[config.mk]
export PLATFORM = sky130hd
export DESIGN_NAME = sorted_timer_queue_unit
export DESIGN_NICKNAME = d
export VERILOG_FILES = /design/src/rtl/stq_pkg.sv /design/src/rtl/stq_mem.sv /design/src/rtl/sorted_timer_queue_unit.sv
export SDC_FILE = /design/constraint.sdc
export NUM_CORES = 2
export LEC_CHECK = 0
export ABC_AREA = 1
export ABC_CLOCK_PERIOD_IN_PS = 12200
export BUFFER_PORTS_ARGS = -buffer_cell sky130_fd_sc_hd__buf_2
export CORE_UTILIZATION = 25
export CTS_BUF_LIST = sky130_fd_sc_hd__clkbuf_8
export CTS_CLUSTER_SIZE = 8
export DETAILED_ROUTE_END_ITERATION = 10
export PLACE_DENSITY = 0.44
export SYNTH_ARGS = -nofsm -noshare
export SYNTH_HDL_FRONTEND = slang
export SYNTH_SLANG_ARGS = --single-unit
[constraint.sdc]
create_clock -name clk_i -period 12.2 [get_ports clk_i]
set_input_delay 1.22 -clock clk_i [delete_from_list [all_inputs] [get_ports clk_i]]
set_output_delay 1.22 -clock clk_i [all_outputs]
set_load 0.005 [all_outputs]
[src/rtl/stq_pkg.sv]
// Shared types and codes for the sorted timer queue.
package stq_pkg;

  typedef enum logic [2:0] {
    ST_IDLE,
    ST_DEL,
    ST_INS,
    ST_TICK,
    ST_NAP,
    ST_CMP
  } state_e;

  localparam logic OP_SET  = 1'b0;
  localparam logic OP_TICK = 1'b1;

  localparam logic [1:0] KIND_ACK   = 2'd0;
  localparam logic [1:0] KIND_ALERT = 2'd1;
  localparam logic [1:0] KIND_NAP   = 2'd2;

  typedef struct packed {
    logic [31:0] etime;
    logic [7:0]  obj;
  } entry_t;

endpackage

[src/rtl/stq_mem.sv]
// Timer entry memory with one write port and one registered read port.
module stq_mem #(
  parameter int Depth = 32,
  parameter int AW    = 5
) (
  input  logic                  clk_i,
  input  logic                  we_i,
  input  logic [AW-1:0]         waddr_i,
  input  stq_pkg::entry_t       wdata_i,
  input  logic [AW-1:0]         raddr_i,
  output stq_pkg::entry_t       rdata_o
);

  stq_pkg::entry_t mem [Depth];

  always_ff @(posedge clk_i) begin
    if (we_i) begin
      mem[waddr_i] <= wdata_i;
    end
  end

  always_ff @(posedge clk_i) begin
    rdata_o <= mem[raddr_i];
  end

endmodule

[src/rtl/sorted_timer_queue_unit.sv]
// Top level of the sorted timer queue: control sequencer and result registers.
// The queue holds up to QUEUE_DEPTH timers sorted by expiry second in one entry
// memory. A set transaction makes one pass over the memory that finds and removes
// the object's old timer and, unless the new expiry is zero or the queue is full,
// a second pass that walks from the tail to open a slot for the new one. A tick
// transaction reads entries from the head, one per cycle, giving one alert per cycle
// for each expired timer, then the wait report, then, if any timer expired, a
// compaction pass that moves the remaining entries to the head. Results are strobed
// for exactly one cycle and cannot be held off; busy stays high until the
// transaction is finished, including the compaction pass.
module sorted_timer_queue_unit #(
  parameter int QUEUE_DEPTH = 32
) (
  input  logic        clk_i,
  input  logic        rst_ni,
  input  logic        start,
  output logic        busy,
  input  logic        op_i,
  input  logic [7:0]  object_id_i,
  input  logic [31:0] expiry_time_i,
  input  logic [31:0] now_time_i,
  input  logic        cfg_we_i,
  input  logic [15:0] cfg_wdata_i,
  output logic        result_strobe_o,
  output logic [1:0]  kind_o,
  output logic [7:0]  alert_object_o,
  output logic [31:0] alert_time_o,
  output logic        second_end_o,
  output logic [15:0] nap_o,
  output logic        queue_full_o,
  output logic        last_o
);

  localparam int AW = $clog2(QUEUE_DEPTH);
  localparam int CW = $clog2(QUEUE_DEPTH + 1);

  stq_pkg::state_e state_q, state_d;
  logic [7:0]    obj_q, obj_d;
  logic [31:0]   exp_q, exp_d;
  logic [31:0]   now_q, now_d;
  logic [CW-1:0] cnt_q, cnt_d;
  logic [CW-1:0] ra_q, ra_d;
  logic [CW-1:0] k_q, k_d;
  logic          v_q, v_d;
  logic [AW-1:0] di_q, di_d;
  logic          found_q, found_d;
  logic          pv_q, pv_d;
  logic [31:0]   pt_q, pt_d;
  logic [7:0]    po_q, po_d;
  logic          hn_q, hn_d;
  logic [31:0]   nt_q, nt_d;
  logic [15:0]   max_nap_q;

  logic            we;
  logic [AW-1:0]   wa;
  stq_pkg::entry_t wd;
  logic [AW-1:0]   raddr;
  stq_pkg::entry_t rd;
  stq_pkg::entry_t new_entry;
  logic            issue;
  logic            stop;
  logic            placing;
  logic [CW-1:0]   cnt_n;
  logic [31:0]     diff;

  logic          strobe_d, strobe_q;
  logic [1:0]    kind_d, kind_q;
  logic [7:0]    aobj_d, aobj_q;
  logic [31:0]   atime_d, atime_q;
  logic          se_d, se_q;
  logic [15:0]   nap_d, nap_q;
  logic          qf_d, qf_q;
  logic          last_d, last_q;

  stq_mem #(
    .Depth (QUEUE_DEPTH),
    .AW    (AW)
  ) u_mem (
    .clk_i   (clk_i),
    .we_i    (we),
    .waddr_i (wa),
    .wdata_i (wd),
    .raddr_i (raddr),
    .rdata_o (rd)
  );

  assign new_entry = '{etime: exp_q, obj: obj_q};
  assign cnt_n     = CW'(cnt_q - CW'(found_q));
  assign diff      = nt_q - now_q;
  assign busy      = (state_q != stq_pkg::ST_IDLE);

  always_comb begin
    state_d  = state_q;
    obj_d    = obj_q;
    exp_d    = exp_q;
    now_d    = now_q;
    cnt_d    = cnt_q;
    ra_d     = ra_q;
    k_d      = k_q;
    found_d  = found_q;
    pv_d     = pv_q;
    pt_d     = pt_q;
    po_d     = po_q;
    hn_d     = hn_q;
    nt_d     = nt_q;
    we       = 1'b0;
    wa       = '0;
    wd       = '0;
    issue    = 1'b0;
    raddr    = '0;
    stop     = 1'b0;
    placing  = 1'b0;
    strobe_d = 1'b0;
    kind_d   = stq_pkg::KIND_ACK;
    aobj_d   = '0;
    atime_d  = '0;
    se_d     = 1'b0;
    nap_d    = '0;
    qf_d     = 1'b0;
    last_d   = 1'b0;

    case (state_q)
      stq_pkg::ST_IDLE: begin
        if (start) begin
          obj_d   = object_id_i;
          exp_d   = expiry_time_i;
          now_d   = now_time_i;
          ra_d    = '0;
          k_d     = '0;
          found_d = 1'b0;
          pv_d    = 1'b0;
          hn_d    = 1'b0;
          state_d = (op_i == stq_pkg::OP_TICK) ? stq_pkg::ST_TICK : stq_pkg::ST_DEL;
        end
      end
      stq_pkg::ST_DEL: begin
        if (v_q) begin
          if (!found_q) begin
            if (rd.obj == obj_q) begin
              found_d = 1'b1;
            end
          end else begin
            we = 1'b1;
            wa = AW'(di_q - AW'(1));
            wd = rd;
          end
        end
        if (ra_q < cnt_q) begin
          issue = 1'b1;
          raddr = ra_q[AW-1:0];
          ra_d  = CW'(ra_q + CW'(1));
        end else if (!v_q) begin
          cnt_d = cnt_n;
          if (exp_q == 32'd0) begin
            strobe_d = 1'b1;
            last_d   = 1'b1;
            state_d  = stq_pkg::ST_IDLE;
          end else if (cnt_n >= CW'(QUEUE_DEPTH)) begin
            strobe_d = 1'b1;
            qf_d     = 1'b1;
            last_d   = 1'b1;
            state_d  = stq_pkg::ST_IDLE;
          end else begin
            ra_d    = cnt_n;
            state_d = stq_pkg::ST_INS;
          end
        end
      end
      stq_pkg::ST_INS: begin
        if (v_q) begin
          we = 1'b1;
          wa = AW'(di_q + AW'(1));
          if (rd.etime > exp_q) begin
            wd = rd;
          end else begin
            wd      = new_entry;
            placing = 1'b1;
          end
        end else if (ra_q == '0) begin
          we      = 1'b1;
          wa      = '0;
          wd      = new_entry;
          placing = 1'b1;
        end
        if (placing) begin
          cnt_d    = CW'(cnt_q + CW'(1));
          strobe_d = 1'b1;
          last_d   = 1'b1;
          state_d  = stq_pkg::ST_IDLE;
        end else if (ra_q != '0) begin
          issue = 1'b1;
          raddr = AW'(ra_q - CW'(1));
          ra_d  = CW'(ra_q - CW'(1));
        end
      end
      stq_pkg::ST_TICK: begin
        if (v_q) begin
          if (rd.etime <= now_q) begin
            if (pv_q) begin
              strobe_d = 1'b1;
              kind_d   = stq_pkg::KIND_ALERT;
              aobj_d   = po_q;
              atime_d  = pt_q;
              se_d     = (pt_q != rd.etime);
            end
            pv_d = 1'b1;
            pt_d = rd.etime;
            po_d = rd.obj;
            k_d  = CW'(k_q + CW'(1));
          end else begin
            stop    = 1'b1;
            hn_d    = 1'b1;
            nt_d    = rd.etime;
            state_d = stq_pkg::ST_NAP;
          end
        end
        if (!stop) begin
          if (ra_q < cnt_q) begin
            issue = 1'b1;
            raddr = ra_q[AW-1:0];
            ra_d  = CW'(ra_q + CW'(1));
          end else if (!v_q) begin
            hn_d    = 1'b0;
            state_d = stq_pkg::ST_NAP;
          end
        end
      end
      stq_pkg::ST_NAP: begin
        strobe_d = 1'b1;
        if (pv_q) begin
          kind_d  = stq_pkg::KIND_ALERT;
          aobj_d  = po_q;
          atime_d = pt_q;
          se_d    = !hn_q || (nt_q != pt_q);
          pv_d    = 1'b0;
        end else begin
          kind_d = stq_pkg::KIND_NAP;
          last_d = 1'b1;
          if (!hn_q || (diff > {16'd0, max_nap_q})) begin
            nap_d = max_nap_q;
          end else begin
            nap_d = diff[15:0];
          end
          if (k_q != '0) begin
            ra_d    = k_q;
            state_d = stq_pkg::ST_CMP;
          end else begin
            state_d = stq_pkg::ST_IDLE;
          end
        end
      end
      stq_pkg::ST_CMP: begin
        if (v_q) begin
          we = 1'b1;
          wa = AW'(di_q - k_q[AW-1:0]);
          wd = rd;
        end
        if (ra_q < cnt_q) begin
          issue = 1'b1;
          raddr = ra_q[AW-1:0];
          ra_d  = CW'(ra_q + CW'(1));
        end else if (!v_q) begin
          cnt_d   = CW'(cnt_q - k_q);
          state_d = stq_pkg::ST_IDLE;
        end
      end
      default: begin
        state_d = stq_pkg::ST_IDLE;
      end
    endcase

    v_d  = issue;
    di_d = raddr;
  end

  always_ff @(posedge clk_i or negedge rst_ni) begin
    if (!rst_ni) begin
      state_q   <= stq_pkg::ST_IDLE;
      cnt_q     <= '0;
      ra_q      <= '0;
      k_q       <= '0;
      v_q       <= 1'b0;
      found_q   <= 1'b0;
      pv_q      <= 1'b0;
      hn_q      <= 1'b0;
      strobe_q  <= 1'b0;
      max_nap_q <= 16'd60;
    end else begin
      state_q  <= state_d;
      cnt_q    <= cnt_d;
      ra_q     <= ra_d;
      k_q      <= k_d;
      v_q      <= v_d;
      found_q  <= found_d;
      pv_q     <= pv_d;
      hn_q     <= hn_d;
      strobe_q <= strobe_d;
      if (cfg_we_i) begin
        max_nap_q <= cfg_wdata_i;
      end
    end
  end

  always_ff @(posedge clk_i) begin
    obj_q   <= obj_d;
    exp_q   <= exp_d;
    now_q   <= now_d;
    di_q    <= di_d;
    pt_q    <= pt_d;
    po_q    <= po_d;
    nt_q    <= nt_d;
    kind_q  <= kind_d;
    aobj_q  <= aobj_d;
    atime_q <= atime_d;
    se_q    <= se_d;
    nap_q   <= nap_d;
    qf_q    <= qf_d;
    last_q  <= last_d;
  end

  assign result_strobe_o = strobe_q;
  assign kind_o          = kind_q;
  assign alert_object_o  = aobj_q;
  assign alert_time_o    = atime_q;
  assign second_end_o    = se_q;
  assign nap_o           = nap_q;
  assign queue_full_o    = qf_q;
  assign last_o          = last_q;

  a_cnt_bound : assert property (@(posedge clk_i) disable iff (!rst_ni)
    cnt_q <= CW'(QUEUE_DEPTH))
    else $error("Entry count exceeds the queue depth.");

  a_accept_busy : assert property (@(posedge clk_i) disable iff (!rst_ni)
    (start && !busy) |=> busy)
    else $error("An accepted transaction did not make the unit busy.");

  a_alert_not_last : assert property (@(posedge clk_i) disable iff (!rst_ni)
    (strobe_q && (kind_q == stq_pkg::KIND_ALERT)) |-> !last_q)
    else $error("An alert was marked as the final result.");

  a_write_range : assert property (@(posedge clk_i) disable iff (!rst_ni)
    we |-> ({1'b0, wa} < (AW + 1)'(QUEUE_DEPTH)))
    else $error("Memory write beyond the queue depth.");

  a_idle_quiet : assert property (@(posedge clk_i) disable iff (!rst_ni)
    (state_q == stq_pkg::ST_IDLE) |-> (!we && !v_q))
    else $error("Memory activity while idle.");

endmodule

==> impl_results.md <==
- CTS tree: yes
- Routed vias/inst: ~4.6
- CP max FO: approximately 140
- Reg2Reg Depth: 20
- Port bufs: approximately 160
- Final Cell Area: about 0.083 mm²
- Nets: roughly 7400
- Root Buffer: clkbuf_8
- Crit-path cells: ha_1 > a21oi_1 > o21a_1 > nand2_1 > a21oi_1 > nand2_1 > nand3_2 > nand2_2 > nand2_2 > nand2_8 > nand2_8 > buf_4 > buf_4 > nand2_1 > nand3_1 > nand3_1 > nand3_1 > nand2_1 > nand2_1 > nand2_1
- R2R setup slack: around 5.3 ns
- TNS Setup: 0 ns
- Pwr Total: 19.2 mW
- Worst Path Buf+Inv: 2
- Clock Sinks: between 1500 and 2000
- Clock-pin transition on the worst setup and hold timing paths: ~0.06 ns
- Pwr dens: ~230 mW/mm²
- Std cell rows: between 150 and 200
- Net Count, Synth: between 7000 and 8000
- Top post-synthesis cells by area: edfxtp_1 59%, nand3_1 9.6%, nand2_1 6.1%
- Mean Syn Cell Area: 10.4 µm²
- Hold WS: 0.327 ns
- Leakage: 33.6 nW
- Mapped cell area: roughly 0.073 mm²
- Register area share after synthesis: 63.0%
- Synth-to-Final Area Change: 14.0%
- First-pass GRT wire length: 353000 µm
- Family with the most delay on the worst path: simple AND/OR/NAND/NOR gates
- Routability cong.: 0.806
- Fraction of layout instances using a drive strength above 1: around a tenth
- CP Capture Type: flop
- CP max stage delay: just over 0.9 ns
- Run status: completed
- Final Setup Violations: 0
- Largest net degree at the start of global routing: between 150 and 200
- RSZ-0062 raised after global routing: no
- Yosys reg bits: between 1500 and 2000
- Slew at the pin closest to its max-slew limit: 1.31 ns
- DIE WIDTH: approximately 540 µm
- Distinct cells, synth: around 60
- Initial core utilization: between 20% and 30%
- Dpl hpwl: 132000 µm
- Antenna violations before repair: 5
- Worst setup path class: reg -> reg
- H-tree level count: 5
- Grt total ovfl: 0
- Final ANT Viol Nets: 0
- Boundary Pins: between 150 and 200
- Crit path max-delay cell type: nand2_8
- CTS buffer count: about 300
- CP Depth: 20
- # DRC: 0
- Worst VDD drop: about 230 µV
- Die area: about 0.29 mm²
- Placed inst area: a little under 0.08 mm²
- Most frequent cells in the layout: 1424 x edfxtp_1, 1401 x nand3_1, 1234 x inv_1, 1188 x nand2_1, 415 x nand3b_1
- Final wirelength: 243000 µm
- Min-Delay Path Class: in -> async
- Max cap viols: 0
- Reg-to-Reg End: u_mem.rdata_o[33]
- Critical Path Most Common Cell: nand2_1
- Resized Gates After CTS: 0
- Minimum clock period: slightly below 7 ns
- Most common cell after layout, fill and taps aside: edfxtp_1
- FFs w/ async S/R, synth: 2.67%
- CP arrival: between 7 and 8 ns
- F_max: about 150 MHz
- Placed insts: roughly 11000
- CTS Buffer Depth: 4
- DR vias: 52100
- Hold-fix buffers, CTS: 0
- Iteration count of the initial detailed-routing pass: 6
- Worst path required time: ~13 ns
- Crit start category: flop
- Core box area: slightly below 0.3 mm²
- All-layer global routing usage: 16.2%
- Final worst clock skew: 0.0847 ns
- Max Slew Vio Count: 0
- Vias in the first global route: just over 50000
- Clk Latency, worst-skew pair: between 1 and 1.5 ns
- DR iter-0 viols: around 4400
- Synth warn: 0
- Reg2Reg Launch Point: u_mem.rdata_o[31]
- Post-synth top area share: 58.6%
- Fin crit share: a little under three fifths
- DR WL/cell: ~22 µm
- Worst slew margin: 12.4%
- Synth area leader: edfxtp_1
- Fin cells: between 10000 and 15000
- Most used DFF post-synth: edfxtp_1
- Die Height: ~540 µm
- Number of synthesized flops with an enable pin: 1424
- Final hold vios: 0
- Synth Instances: 7018
- Postcts setup bufs: 0
## metal layers
metal,vias up,wire (µm),GRT usage [%]
met3,350,14400,2.52
met1,25800,111000,22.2
met5,-,0,0
li1,24200,-,-
met4,0,5530,4.49
met2,1701,112000,26.3
## flip-flops by register name, indices dropped and copies added (netlist names), 2 cells and up
| register | flops |
|---|---|
| exp_q | 32 |
| po_q | 8 |
| obj_q | 8 |
| kind_o | 2 |
| pt_q | 32 |
| nt_q | 32 |
| now_q | 32 |
| cnt_q | 6 |
| alert_time_o | 32 |
| u_mem.mem | 1280 |
| k_q | 6 |
| di_q | 5 |
| u_mem.rdata_o | 40 |
| ra_q | 6 |
| nap_o | 16 |
| alert_object_o | 8 |
| state_q | 3 |
| max_nap_q | 16 |
## power breakdown
group / leakage (nW) / internal, mW / switching (mW)
Combinational: 16.0 / 2.09 / 5.48
Sequential: 14.6 / 6.60 / 0.347
Clock: 3.05 / 2.40 / 2.25
## synthesized netlist by cell type (all sizes together), types with 2 or more instances
library cell     n
a211oi           6
o2111ai          4
xnor2           28
a31oi            4
dfrtp           38
a21oi          135
buf            320
o21a            11
xor2            57
nand4           24
fa               3
ha             133
nor4            21
o31ai            5
o221ai           2
o211ai           6
nand3         1405
a21o             5
dfstp            4
o21bai           5
nand3b         415
o311ai           8
edfxtp        1424
or2              4
nor3            20
clkbuf          70
nand2         1196
dfxtp          106
and2             2
o22ai           14
inv           1134
nor2           207
o21ai          187
a221oi           4
## through the flow
stage | util, % | setup WS (ns)
CTS | 28.8 | 5.40
finish | 28.8 | 5.32
global placement | 27.0 | 5.49
floorplan | - | 6.85
global route | 28.8 | 5.05
detailed placement | 27.0 | 5.45
## layout make-up
cell class / instances / area [µm²]
antenna: 4 / 10.0
clock buffer: 316 / 4350
clock inverter: 179 / 763
fill: 30100 / 206000
inverter: 1134 / 4270
multi-input combinational: 3922 / 21200
sequential: 1572 / 45900
tap: 3880 / 4850
timing repair buffer: 290 / 1830
## worst max-delay path by stage
stage | to | from | slack, ns
2_1_floorplan | k_q[2] | start | 6.85
3_3_place_gp | u_mem.rdata_o[33] | u_mem.rdata_o[31] | 5.49
3_5_place_dp | u_mem.rdata_o[33] | u_mem.rdata_o[31] | 5.45
4_1_cts | u_mem.rdata_o[33] | u_mem.rdata_o[31] | 5.40
5_1_grt | u_mem.rdata_o[33] | u_mem.rdata_o[31] | 5.05
6_report | u_mem.rdata_o[33] | u_mem.rdata_o[31] | 5.32
## kinds of logic after synthesis
group           Yosys count  share of synthesized area, %
fa+ha+maj               136                          2.36
mux                       1                        0.0154
simple gates           3295                          21.9
xor+xnor                 85                          1.02
flops                  1572                          63.0
buf+inv                1524                          8.69
compound gates          405                          3.10
(Power assumes the default switching activity.)
